--- config.mk ---
export PLATFORM = sky130hd
export DESIGN_NAME = biquad_iir_fixed_point_unit
export DESIGN_NICKNAME = d
export VERILOG_FILES = /design/src/sv/biq_pkg.sv /design/src/sv/biq_csr.sv /design/src/sv/biq_front.sv /design/src/sv/biq_back.sv /design/src/sv/biquad_iir_fixed_point_unit.sv
export SDC_FILE = /design/constraint.sdc
export NUM_CORES = 2
export LEC_CHECK = 0
export BUFFER_PORTS_ARGS = -buffer_cell sky130_fd_sc_hd__buf_2
export CAP_MARGIN = 25
export CORE_UTILIZATION = 45
export DETAILED_ROUTE_END_ITERATION = 8
export GPL_TIMING_DRIVEN = 0
export PLACE_DENSITY = 0.67
export SLEW_MARGIN = 15
export SYNTH_ARGS = -nofsm -noshare
export SYNTH_HDL_FRONTEND = slang
export SYNTH_SLANG_ARGS = --single-unit
--- constraint.sdc ---
create_clock -name clock -period 31.5 [get_ports clock]
set_clock_uncertainty 0.15 [all_clocks]
set_input_delay 3.15 -clock clock [delete_from_list [all_inputs] [get_ports clock]]
set_output_delay 3.15 -clock clock [all_outputs]
set_load 0.02 [all_outputs]
--- src/sv/biq_pkg.sv ---
`timescale 1ns / 1ps
// Shared types, constants and term arithmetic for the biquad IIR filter.
// No dependencies.
package biq_pkg;

   localparam int SAMPLE_W    = 16;
   localparam int COEF_W      = 16;
   localparam int CSR_ADDR_W  = 5;
   localparam int CSR_DATA_W  = 32;
   localparam int QUEUE_DEPTH = 2;
   localparam int MUL_W       = 32;
   localparam int PROD_W      = 33;

   localparam int SH_B0 = 24;
   localparam int SH_B1 = 23;
   localparam int SH_B2 = 24;
   localparam int SH_A1 = 14;
   localparam int SH_A2 = 15;

   localparam logic signed [PROD_W-1:0] RND_B0 = PROD_W'(1) << (SH_B0 - 1);
   localparam logic signed [PROD_W-1:0] RND_B1 = PROD_W'(1) << (SH_B1 - 1);
   localparam logic signed [PROD_W-1:0] RND_B2 = PROD_W'(1) << (SH_B2 - 1);
   localparam logic signed [PROD_W-1:0] RND_A1 = PROD_W'(1) << (SH_A1 - 1);
   localparam logic signed [PROD_W-1:0] RND_A2 = PROD_W'(1) << (SH_A2 - 1);

   localparam logic signed [COEF_W-1:0] RST_B0 = 16'sh76B0;
   localparam logic signed [COEF_W-1:0] RST_B1 = 16'sh76B0;
   localparam logic signed [COEF_W-1:0] RST_B2 = 16'sh76B0;
   localparam logic signed [COEF_W-1:0] RST_A1 = 16'sh74A7;
   localparam logic signed [COEF_W-1:0] RST_A2 = 16'sh94D7;

   localparam logic signed [SAMPLE_W-1:0] RST_X_HIST = 16'sh8001;
   localparam logic signed [SAMPLE_W-1:0] RST_Y_HIST = 16'shC000;

   typedef enum logic [2:0] {
      REG_B0 = 3'd0,
      REG_B1 = 3'd1,
      REG_B2 = 3'd2,
      REG_A1 = 3'd3,
      REG_A2 = 3'd4
   } reg_index_type;

   typedef struct packed {
      logic signed [COEF_W-1:0] b0;
      logic signed [COEF_W-1:0] b1;
      logic signed [COEF_W-1:0] b2;
      logic signed [COEF_W-1:0] a1;
      logic signed [COEF_W-1:0] a2;
   } coef_type;

   typedef struct packed {
      logic                       valid;
      logic signed [SAMPLE_W-1:0] sample;
   } queue_head_type;

   // round half up, arithmetic shift, keep the low sample bits
   function automatic logic signed [SAMPLE_W-1:0] term(
      input logic signed [COEF_W-1:0]   c,
      input logic signed [SAMPLE_W-1:0] s,
      input logic signed [PROD_W-1:0]   rnd,
      input int                         sh
   );
      logic signed [MUL_W-1:0]  mul;
      logic signed [PROD_W-1:0] prod;
      logic signed [PROD_W-1:0] shifted;
      mul     = c * s;
      prod    = PROD_W'(mul) + rnd;
      shifted = prod >>> sh;
      return shifted[SAMPLE_W-1:0];
   endfunction

endpackage

--- src/sv/biq_csr.sv ---
`timescale 1ns / 1ps
// Coefficient registers behind the APB-style configuration port.
// Depends on biq_pkg.
module biq_csr (
   input  logic                           clock,
   input  logic                           reset,
   input  logic                           csr_psel,
   input  logic                           csr_penable,
   input  logic                           csr_pwrite,
   input  logic [biq_pkg::CSR_ADDR_W-1:0] csr_paddr,
   input  logic [biq_pkg::CSR_DATA_W-1:0] csr_pwdata,
   output logic [biq_pkg::CSR_DATA_W-1:0] csr_prdata,
   output logic                           csr_pready,
   output biq_pkg::coef_type              coef
);
   import biq_pkg::*;

   coef_type      coef_ff;
   coef_type      coef_in;
   reg_index_type idx;
   logic          wr_en;
   logic signed [COEF_W-1:0] rd_val;
   logic signed [COEF_W-1:0] wr_val;

   assign csr_pready = 1'b1;
   assign wr_en      = csr_psel & csr_penable & csr_pwrite;
   assign idx        = reg_index_type'(csr_paddr[4:2]);
   assign wr_val     = csr_pwdata[COEF_W-1:0];

   always_comb begin
      coef_in = coef_ff;
      rd_val  = '0;
      unique case (idx)
         REG_B0: begin
            rd_val = coef_ff.b0;
            if (wr_en) coef_in.b0 = wr_val;
         end
         REG_B1: begin
            rd_val = coef_ff.b1;
            if (wr_en) coef_in.b1 = wr_val;
         end
         REG_B2: begin
            rd_val = coef_ff.b2;
            if (wr_en) coef_in.b2 = wr_val;
         end
         REG_A1: begin
            rd_val = coef_ff.a1;
            if (wr_en) coef_in.a1 = wr_val;
         end
         REG_A2: begin
            rd_val = coef_ff.a2;
            if (wr_en) coef_in.a2 = wr_val;
         end
         default: begin
            rd_val = '0;
         end
      endcase
   end

   assign csr_prdata = {{(CSR_DATA_W-COEF_W){rd_val[COEF_W-1]}}, rd_val};
   assign coef       = coef_ff;

   always_ff @(posedge clock) begin
      if (reset) begin
         coef_ff.b0 <= RST_B0;
         coef_ff.b1 <= RST_B1;
         coef_ff.b2 <= RST_B2;
         coef_ff.a1 <= RST_A1;
         coef_ff.a2 <= RST_A2;
      end else begin
         coef_ff <= coef_in;
      end
   end

endmodule

--- src/sv/biq_front.sv ---
`timescale 1ns / 1ps
// Front end: accepts input samples into a short request queue.
// Depends on biq_pkg.
module biq_front #(
   parameter int QueueDepth = biq_pkg::QUEUE_DEPTH
) (
   input  logic                                clock,
   input  logic                                reset,
   input  logic                                req_valid,
   output logic                                req_ready,
   input  logic signed [biq_pkg::SAMPLE_W-1:0] req_x_sample,
   input  logic                                pop,
   output biq_pkg::queue_head_type             head
);
   import biq_pkg::*;

   localparam int PTR_W = $clog2(QueueDepth);
   localparam int CNT_W = $clog2(QueueDepth + 1);

   logic signed [SAMPLE_W-1:0] mem_ff [QueueDepth];
   logic [PTR_W-1:0] wr_ptr_ff, wr_ptr_in;
   logic [PTR_W-1:0] rd_ptr_ff, rd_ptr_in;
   logic [CNT_W-1:0] count_ff, count_in;
   logic             push;
   logic             do_pop;

   assign req_ready   = count_ff != CNT_W'(QueueDepth);
   assign push        = req_valid & req_ready;
   assign head.valid  = count_ff != '0;
   assign head.sample = mem_ff[rd_ptr_ff];
   assign do_pop      = pop & head.valid;

   always_comb begin
      wr_ptr_in = wr_ptr_ff;
      rd_ptr_in = rd_ptr_ff;
      count_in  = count_ff;
      if (push) begin
         wr_ptr_in = (wr_ptr_ff == PTR_W'(QueueDepth - 1)) ? '0 : wr_ptr_ff + 1'b1;
      end
      if (do_pop) begin
         rd_ptr_in = (rd_ptr_ff == PTR_W'(QueueDepth - 1)) ? '0 : rd_ptr_ff + 1'b1;
      end
      if (push && !do_pop) begin
         count_in = count_ff + 1'b1;
      end else if (!push && do_pop) begin
         count_in = count_ff - 1'b1;
      end
   end

   always_ff @(posedge clock) begin
      if (reset) begin
         wr_ptr_ff <= '0;
         rd_ptr_ff <= '0;
         count_ff  <= '0;
      end else begin
         wr_ptr_ff <= wr_ptr_in;
         rd_ptr_ff <= rd_ptr_in;
         count_ff  <= count_in;
      end
   end

   always_ff @(posedge clock) begin
      if (push) begin
         mem_ff[wr_ptr_ff] <= req_x_sample;
      end
   end

endmodule

--- src/sv/biq_back.sv ---
`timescale 1ns / 1ps
// Back end: filter datapath, sample history and output register.
// Depends on biq_pkg.
module biq_back (
   input  logic                                clock,
   input  logic                                reset,
   input  biq_pkg::queue_head_type             head,
   output logic                                pop,
   input  biq_pkg::coef_type                   coef,
   output logic                                rsp_valid,
   input  logic                                rsp_ready,
   output logic signed [biq_pkg::SAMPLE_W-1:0] rsp_y_sample
);
   import biq_pkg::*;

   logic signed [SAMPLE_W-1:0] x_hist_one_ff, x_hist_two_ff;
   logic signed [SAMPLE_W-1:0] y_hist_one_ff, y_hist_two_ff;
   logic signed [SAMPLE_W-1:0] rsp_y_ff;
   logic                       rsp_valid_ff, rsp_valid_in;
   logic signed [SAMPLE_W-1:0] t_b0, t_b1, t_b2, t_a1, t_a2;
   logic signed [SAMPLE_W-1:0] y_in;

   assign pop = head.valid & (~rsp_valid_ff | rsp_ready);

   assign t_b0 = term(coef.b0, head.sample,   RND_B0, SH_B0);
   assign t_b1 = term(coef.b1, x_hist_one_ff, RND_B1, SH_B1);
   assign t_b2 = term(coef.b2, x_hist_two_ff, RND_B2, SH_B2);
   assign t_a1 = term(coef.a1, y_hist_one_ff, RND_A1, SH_A1);
   assign t_a2 = term(coef.a2, y_hist_two_ff, RND_A2, SH_A2);
   // wraps to the sample width
   assign y_in = t_b0 + t_b1 + t_b2 + t_a1 + t_a2;

   always_comb begin
      rsp_valid_in = rsp_valid_ff;
      if (pop) begin
         rsp_valid_in = 1'b1;
      end else if (rsp_ready) begin
         rsp_valid_in = 1'b0;
      end
   end

   always_ff @(posedge clock) begin
      if (reset) begin
         rsp_valid_ff  <= 1'b0;
         x_hist_one_ff <= RST_X_HIST;
         x_hist_two_ff <= RST_X_HIST;
         y_hist_one_ff <= RST_Y_HIST;
         y_hist_two_ff <= RST_Y_HIST;
      end else begin
         rsp_valid_ff <= rsp_valid_in;
         if (pop) begin
            x_hist_one_ff <= head.sample;
            x_hist_two_ff <= x_hist_one_ff;
            y_hist_one_ff <= y_in;
            y_hist_two_ff <= y_hist_one_ff;
         end
      end
   end

   always_ff @(posedge clock) begin
      if (pop) begin
         rsp_y_ff <= y_in;
      end
   end

   assign rsp_valid    = rsp_valid_ff;
   assign rsp_y_sample = rsp_y_ff;

endmodule

--- src/sv/biquad_iir_fixed_point_unit.sv ---
`timescale 1ns / 1ps
// Biquad direct-form-1 IIR filter top level: request queue, filter back end, coefficient CSRs.
// Depends on biq_pkg, biq_csr, biq_front, biq_back.
//
//   channel   handshake              payload
//   req       req_valid/req_ready    req_x_sample
//   rsp       rsp_valid/rsp_ready    rsp_y_sample
//   csr       APB write/read         coef_b0..coef_a2 at 0x00..0x10
//
// One sample per cycle sustained while rsp_ready stays high; an accepted request is written
// into the queue, then popped into the output register, which raises rsp_valid.
// The clock is bound by the output feedback: a1 multiply on the previous output plus the
// five-term add, all in the cycle that pops the queue.
// Reset loads the default coefficients and the initial history and empties the queue.
// A stalled rsp side fills the queue; req_ready drops only when it is full.
module biquad_iir_fixed_point_unit #(
   parameter int QueueDepth = biq_pkg::QUEUE_DEPTH
) (
   input  logic                                clock,
   input  logic                                reset,
   input  logic                                req_valid,
   output logic                                req_ready,
   input  logic signed [biq_pkg::SAMPLE_W-1:0] req_x_sample,
   output logic                                rsp_valid,
   input  logic                                rsp_ready,
   output logic signed [biq_pkg::SAMPLE_W-1:0] rsp_y_sample,
   input  logic                                csr_psel,
   input  logic                                csr_penable,
   input  logic                                csr_pwrite,
   input  logic [biq_pkg::CSR_ADDR_W-1:0]      csr_paddr,
   input  logic [biq_pkg::CSR_DATA_W-1:0]      csr_pwdata,
   output logic [biq_pkg::CSR_DATA_W-1:0]      csr_prdata,
   output logic                                csr_pready
);
   import biq_pkg::*;

   coef_type       coef;
   queue_head_type head;
   logic           pop;

   biq_csr u_csr (
      .clock       (clock),
      .reset       (reset),
      .csr_psel    (csr_psel),
      .csr_penable (csr_penable),
      .csr_pwrite  (csr_pwrite),
      .csr_paddr   (csr_paddr),
      .csr_pwdata  (csr_pwdata),
      .csr_prdata  (csr_prdata),
      .csr_pready  (csr_pready),
      .coef        (coef)
   );

   biq_front #(
      .QueueDepth (QueueDepth)
   ) u_front (
      .clock        (clock),
      .reset        (reset),
      .req_valid    (req_valid),
      .req_ready    (req_ready),
      .req_x_sample (req_x_sample),
      .pop          (pop),
      .head         (head)
   );

   biq_back u_back (
      .clock        (clock),
      .reset        (reset),
      .head         (head),
      .pop          (pop),
      .coef         (coef),
      .rsp_valid    (rsp_valid),
      .rsp_ready    (rsp_ready),
      .rsp_y_sample (rsp_y_sample)
   );

endmodule

; ---- After elaboration in Yosys (flattened, before gate mapping)
; Memory sizes are Yosys's and may differ from the RTL's. A register that Yosys moved wholly into a read port is not among the register bits.
; Cells that the tools add are included.
[word_totals]
reg_bits = 165
ramBits = 32
in_bits = 60
out_inout_bits = 51
word_cells = 69
mem_count = 1
[memory_table]
columns = memory, words, word_bits, rd, rd_clocked_by_memory_dff, wr, line
row1 = u_front.mem_ff, 2, 16, 1, 1, 1, biq_front.sv:20  ; logic signed [SAMPLE_W-1:0] mem_ff [QueueDepth];
[op_classes]
n_addsub = 13
mul = 5
eq_ne = 5
muxes = 11
n_bitwise = 7
n_reduce_logical = 13
[op_table]
columns = cell, count
row1 = multiplier 16 x 16 -> 32 bit, 3
row2 = one-hot mux 16 bit (5 select lines), 1
row3 = "adder 32 x 25 -> 33 bit, second input constant", 2
row4 = "adder 32 x 24 -> 33 bit, second input constant", 1
row5 = adder 16 bit, 2
row6 = "adder 31 x 16 -> 31 bit, second input constant", 1
row7 = multiplier 16 x 16 -> 31 bit, 1
row8 = "adder 30 x 15 -> 30 bit, second input constant", 1
row9 = multiplier 16 x 16 -> 30 bit, 1
row10 = adder 11 x 9 -> 12 bit, 1
row11 = adder 9 x 10 -> 11 bit, 1
row12 = AND reduction 2 bit, 5
row13 = 2-to-1 mux 1 bit, 8
row14 = "== test 3 x 2 -> 1 bit, second input constant", 2
row15 = nonzero test 2 bit, 3
row16 = bitwise AND 1 bit, 5
row17 = 2-to-1 mux 2 bit, 2
row18 = "== test 3 x 1 -> 1 bit, second input constant", 1
row19 = "== test 3 bit, second input constant", 1
row20 = logical NOT 3 bit, 1
row21 = "adder 1 bit, second input constant", 2
row22 = "adder 2 x 1 -> 2 bit, second input constant", 1
row23 = logical AND 1 bit, 2
row24 = logical NOT 1 bit, 2
row25 = other kinds (4), 4

; ---- Logic depth before layout (Yosys ltp)
[depth]
word_depth = 7
mapped_depth = 51
depth_no_buf = 48

; ---- Cells and area by module
; From an unflattened synthesis, not the netlist that was laid out.
[unflattened]
cells_unflattened = 6003
area_unflattened_um2 = 56091.3
[modules_own_cells]
columns = mod, n_inst, cells_each, area_each_um2, seq_area_each_um2
row1 = biq_back, 1, 5530, 50857.5, 1781.7
row2 = biq_csr, 1, 399, 3857.4, 1601.5
row3 = biq_front, 1, 74, 1376.3, 1061.0

; ---- Worst setup path after synthesis
; OpenSTA, ideal clock, no wires.
[synth_path]
path_type = register to register
from = register (tool-made name)
to = register u_back.rsp_y_ff[15], in the netlist u_back.rsp_y_sample[15] (data pin)
setup_time_ns = 0.258
arrival_time_ns = 10.501
required_time_ns = 31.092
slack_ns = 20.591
stages_incl_launch_ff = 50
n_path_buf = 2
period_less_slack_ns = 10.909
path_cell_list = dfxtp_1 > buf_6 > clkbuf_1 > mux2_2 > and2_1 > inv_1 > fa_1 > inv_1 > fa_1 > fa_1 > fa_1 > fa_1 > inv_1 > fa_1 > inv_1 > ha_1 > nand3_1 > o221ai_1 > [14 not listed] > a21oi_1 > nor2b_1 > o21a_1 > o21ai_0 > nand2b_1 > a21oi_1 > xor2_1 > fa_1 > inv_1 > ha_1 > nand3_1 > a211oi_1 > nand3b_1 > a41oi_1 > xnor2_1 > xnor2_1 > and4_1 > nor2_1
[synth_lines]
columns = item, line
row1 = to (signal assigned), biq_back.sv:62  ; rsp_y_ff <= y_in;
row2 = to (decl), biq_back.sv:18  ; logic signed [SAMPLE_W-1:0] rsp_y_ff;

==> reports/metrics.yaml <==
run_status:
  outcome: "finished, final reports clean"
clocking:
  cts_tree: "yes"
  cts_resized: 0
  worstSkewPairLatency_ns: 0.51
  numCtsBuffers: 17
  cts_hold_buffers: 0
  clock-root-buffer: "clkbuf_16"
  clk_pin_slew_ns: 0.08
  clock_path_buffers: 2
  cts_sinks: 198
  cts_htree_levels: 4
  postCtsSetupBuffers: 0
min_path:
  min_path_cells: 2
  hold_path_class: "reg -> reg"
timing:
  post-route-min-period_ns: 13.60
  min_period_over_period_pct: 43.2
  rsz0062_at_grt: "no"
  drv_slew: 0
  setup_tns_ns: 0
  worst_slew_pin_slew_ns: 0.908
  slew_headroom_pct: 39.5
  max_freq_mhz: 73.5
  hold_viol: 0
  setup_viol_count_final: 0
yosys:
  synthArstFlopShare_pct: 0
  ys_seq_elements: 198
  synth_cell_type_count: 64
  synthFlopType: "dfxtp_1"
  syn_nets: 7934
  avgSynthCellArea_um2: 9.13
  syn_inst: 6113
  synth-edff-count: 48
  yosys_warnings: 0
  syn_area_um2: 55800
  yosysSeqAreaShare_pct: 7.97
run:
  maxCapViolations: 0
global_routing:
  gr-total-overflow: 0
  grt_pass1_wl_mm: 250
  antenna_found_initial: 13
  grt_max_degree: 20
  track_usage_pct: 26.1
  grt_pass1_vias: 43700
layout:
  final_common_cell: "inv_1"
  syn2layout_area_growth_pct: 5.63
  final_cell_mix: "inv_1, fa_1, nand2_1"
  fin_nets: 8048
  layout-drive-gt1-share_pct: 2.76
  final_core_util_pct: 48.2
floorplan:
  die-height_um: 354
  pin_count: 111
  die_w_um: 354
  rows: 128
  die-area_um2: 125000
  start_util_pct: 45.6
  core_um2: 122000
detailed_routing:
  vias: 40800
  wirelength_mm: 157
  via_per_inst: 5.18
  wl_per_cell_um: 19.9
  remaining_drc_errors: 0
  first_pass_iters: 6
  drt_iter0_markers: 3036
  drtAntennaViolNets: 0
critical_path:
  cp_data_required_time_ns: 31.60
  timing.rr.end: "u_back.rsp_y_sample[15]"
  crit_path_end_kind: "register"
  r2r_cells: 48
  cp_max_fo: 10
  crit_arrival_ns: 13.70
  crit_end: "u_back.rsp_y_sample[15]"
  worst_setup_path_start_kind: "register"
  cp_common_cell: "fa_1"
  criticalPathCategory: "reg -> reg"
  reg2reg_slack_ns: 17.90
  cp_slowest_cell: "mux2i_2"
  max_stage_delay_ns: 0.80
placed_design:
  port_buffers: 90
  gp_congestion: 0.991
  hpwl_mm: 134
[logic make-up (layout without fill, tap and decap cells)]
| family | after synthesis | in the layout | synth area share [%] |
|---|---|---|---|
| DFF | 198 | 198 | 7.97 |
| other | 1 | 7 | 0.00672 |
| buffers and inverters | 1824 | 1950 | 12.4 |
| muxes | 34 | 34 | 0.650 |
| AOI/OAI and AO/OA | 348 | 348 | 3.89 |
| adders and majority gates | 1761 | 1761 | 57.5 |
| xor gates and xnor gates | 140 | 140 | 2.22 |
| and+or+nand+nor | 1807 | 1807 | 15.4 |
[cell type report]
type / count / area, um2
plain buffers: 299 / 1190
inverters: 1525 / 5720
repair buffers: 95 / 509
multi-input cells: 4091 / 44400
fillers: 11700 / 63400
clock inverters: 13 / 139
diodes: 6 / 15.0
well taps: 1625 / 2030
clock buffers: 18 / 429
flip-flops and latches: 198 / 4440
[cell usage after synthesis (10+ instances only)]
cell type / instances / area, um2
mux2_2: 10 / 113
nand2b_1: 57 / 357
ha_1: 423 / 5290
a21o_1: 29 / 218
dfxtp_1: 150 / 3000
inv_1: 1524 / 5720
nand2_1: 920 / 3450
nor3_1: 32 / 160
a21oi_1: 155 / 776
xor2_1: 33 / 289
xnor2_1: 106 / 928
mux2i_1: 22 / 220
nand4_1: 12 / 75.1
nor2_1: 132 / 495
and3_1: 11 / 68.8
a22oi_1: 16 / 120
fa_1: 1338 / 26800
a211oi_1: 12 / 90.1
edfxtp_1: 48 / 1440
clkbuf_1: 268 / 1010
o211ai_1: 10 / 75.1
nor2b_1: 59 / 369
o21a_1: 11 / 82.6
buf_1: 13 / 48.8
o21ai_0: 37 / 185
o22ai_1: 17 / 106
buf_4: 17 / 128
and2_1: 498 / 3120
nand3_1: 63 / 315
[registers in the layout (all words and copies together) (netlist names), named ones only]
signal                count
u_back.rsp_y_sample      16
u_front.mem_ff           32
u_front.wr_ptr_ff         1
u_back.x_hist_one_ff     16
u_back.y_hist_one_ff     16
u_csr.coef               80
u_back.x_hist_two_ff     16
u_front.rd_ptr_ff         1
u_back.y_hist_two_ff     16
u_front.count_ff          2
u_back.rsp_valid          1
[layer usage]
metal	global-route usage [%]	share of wire, %	vias up
met5	0	0.059	-
met4	8.29	3.4	14
met3	6.49	9.9	303
met2	41.0	46	1597
met1	35.5	41	20900
li1	-	-	18000
[through the flow]
step	worst slack [ns]	std cells	area, um2	hold WS (ns)
2_1_floorplan	20.59	6113	55800	0.330
3_3_place_gp	17.88	7828	58300	0.344
3_5_place_dp	17.98	7830	58300	0.353
4_1_cts	17.95	7861	58900	0.378
5_1_grt	17.50	7865	58900	0.388
6_report	17.90	7870	58900	0.377
[critical path, delay by kind of cell (launching register included)]
kind                     cells  cell delay [ns]
adder cells (fa/ha/maj)     11             4.69
AO/OA/AOI/OAI               16             3.55
buffers and inverters        7             1.47
XOR/XNOR                     4             1.20
AND/OR/NAND/NOR              9             1.12
multiplexers                 1             0.80
flip-flops                   1             0.37
[worst min-delay path by stage]
stage,to,from
2_1_floorplan,u_back.x_hist_two_ff[1],u_back.x_hist_two_ff[1]
3_3_place_gp,register,u_front.rd_ptr_ff
3_5_place_dp,register,u_front.rd_ptr_ff
4_1_cts,register,u_front.rd_ptr_ff
5_1_grt,u_front.count_ff[1],u_front.count_ff[1]
6_report,u_front.rd_ptr_ff,u_front.rd_ptr_ff
Power is left out: the tool's default activity adds up to more than one toggle a clock period on the data nets, which glitch-free logic cannot reach.
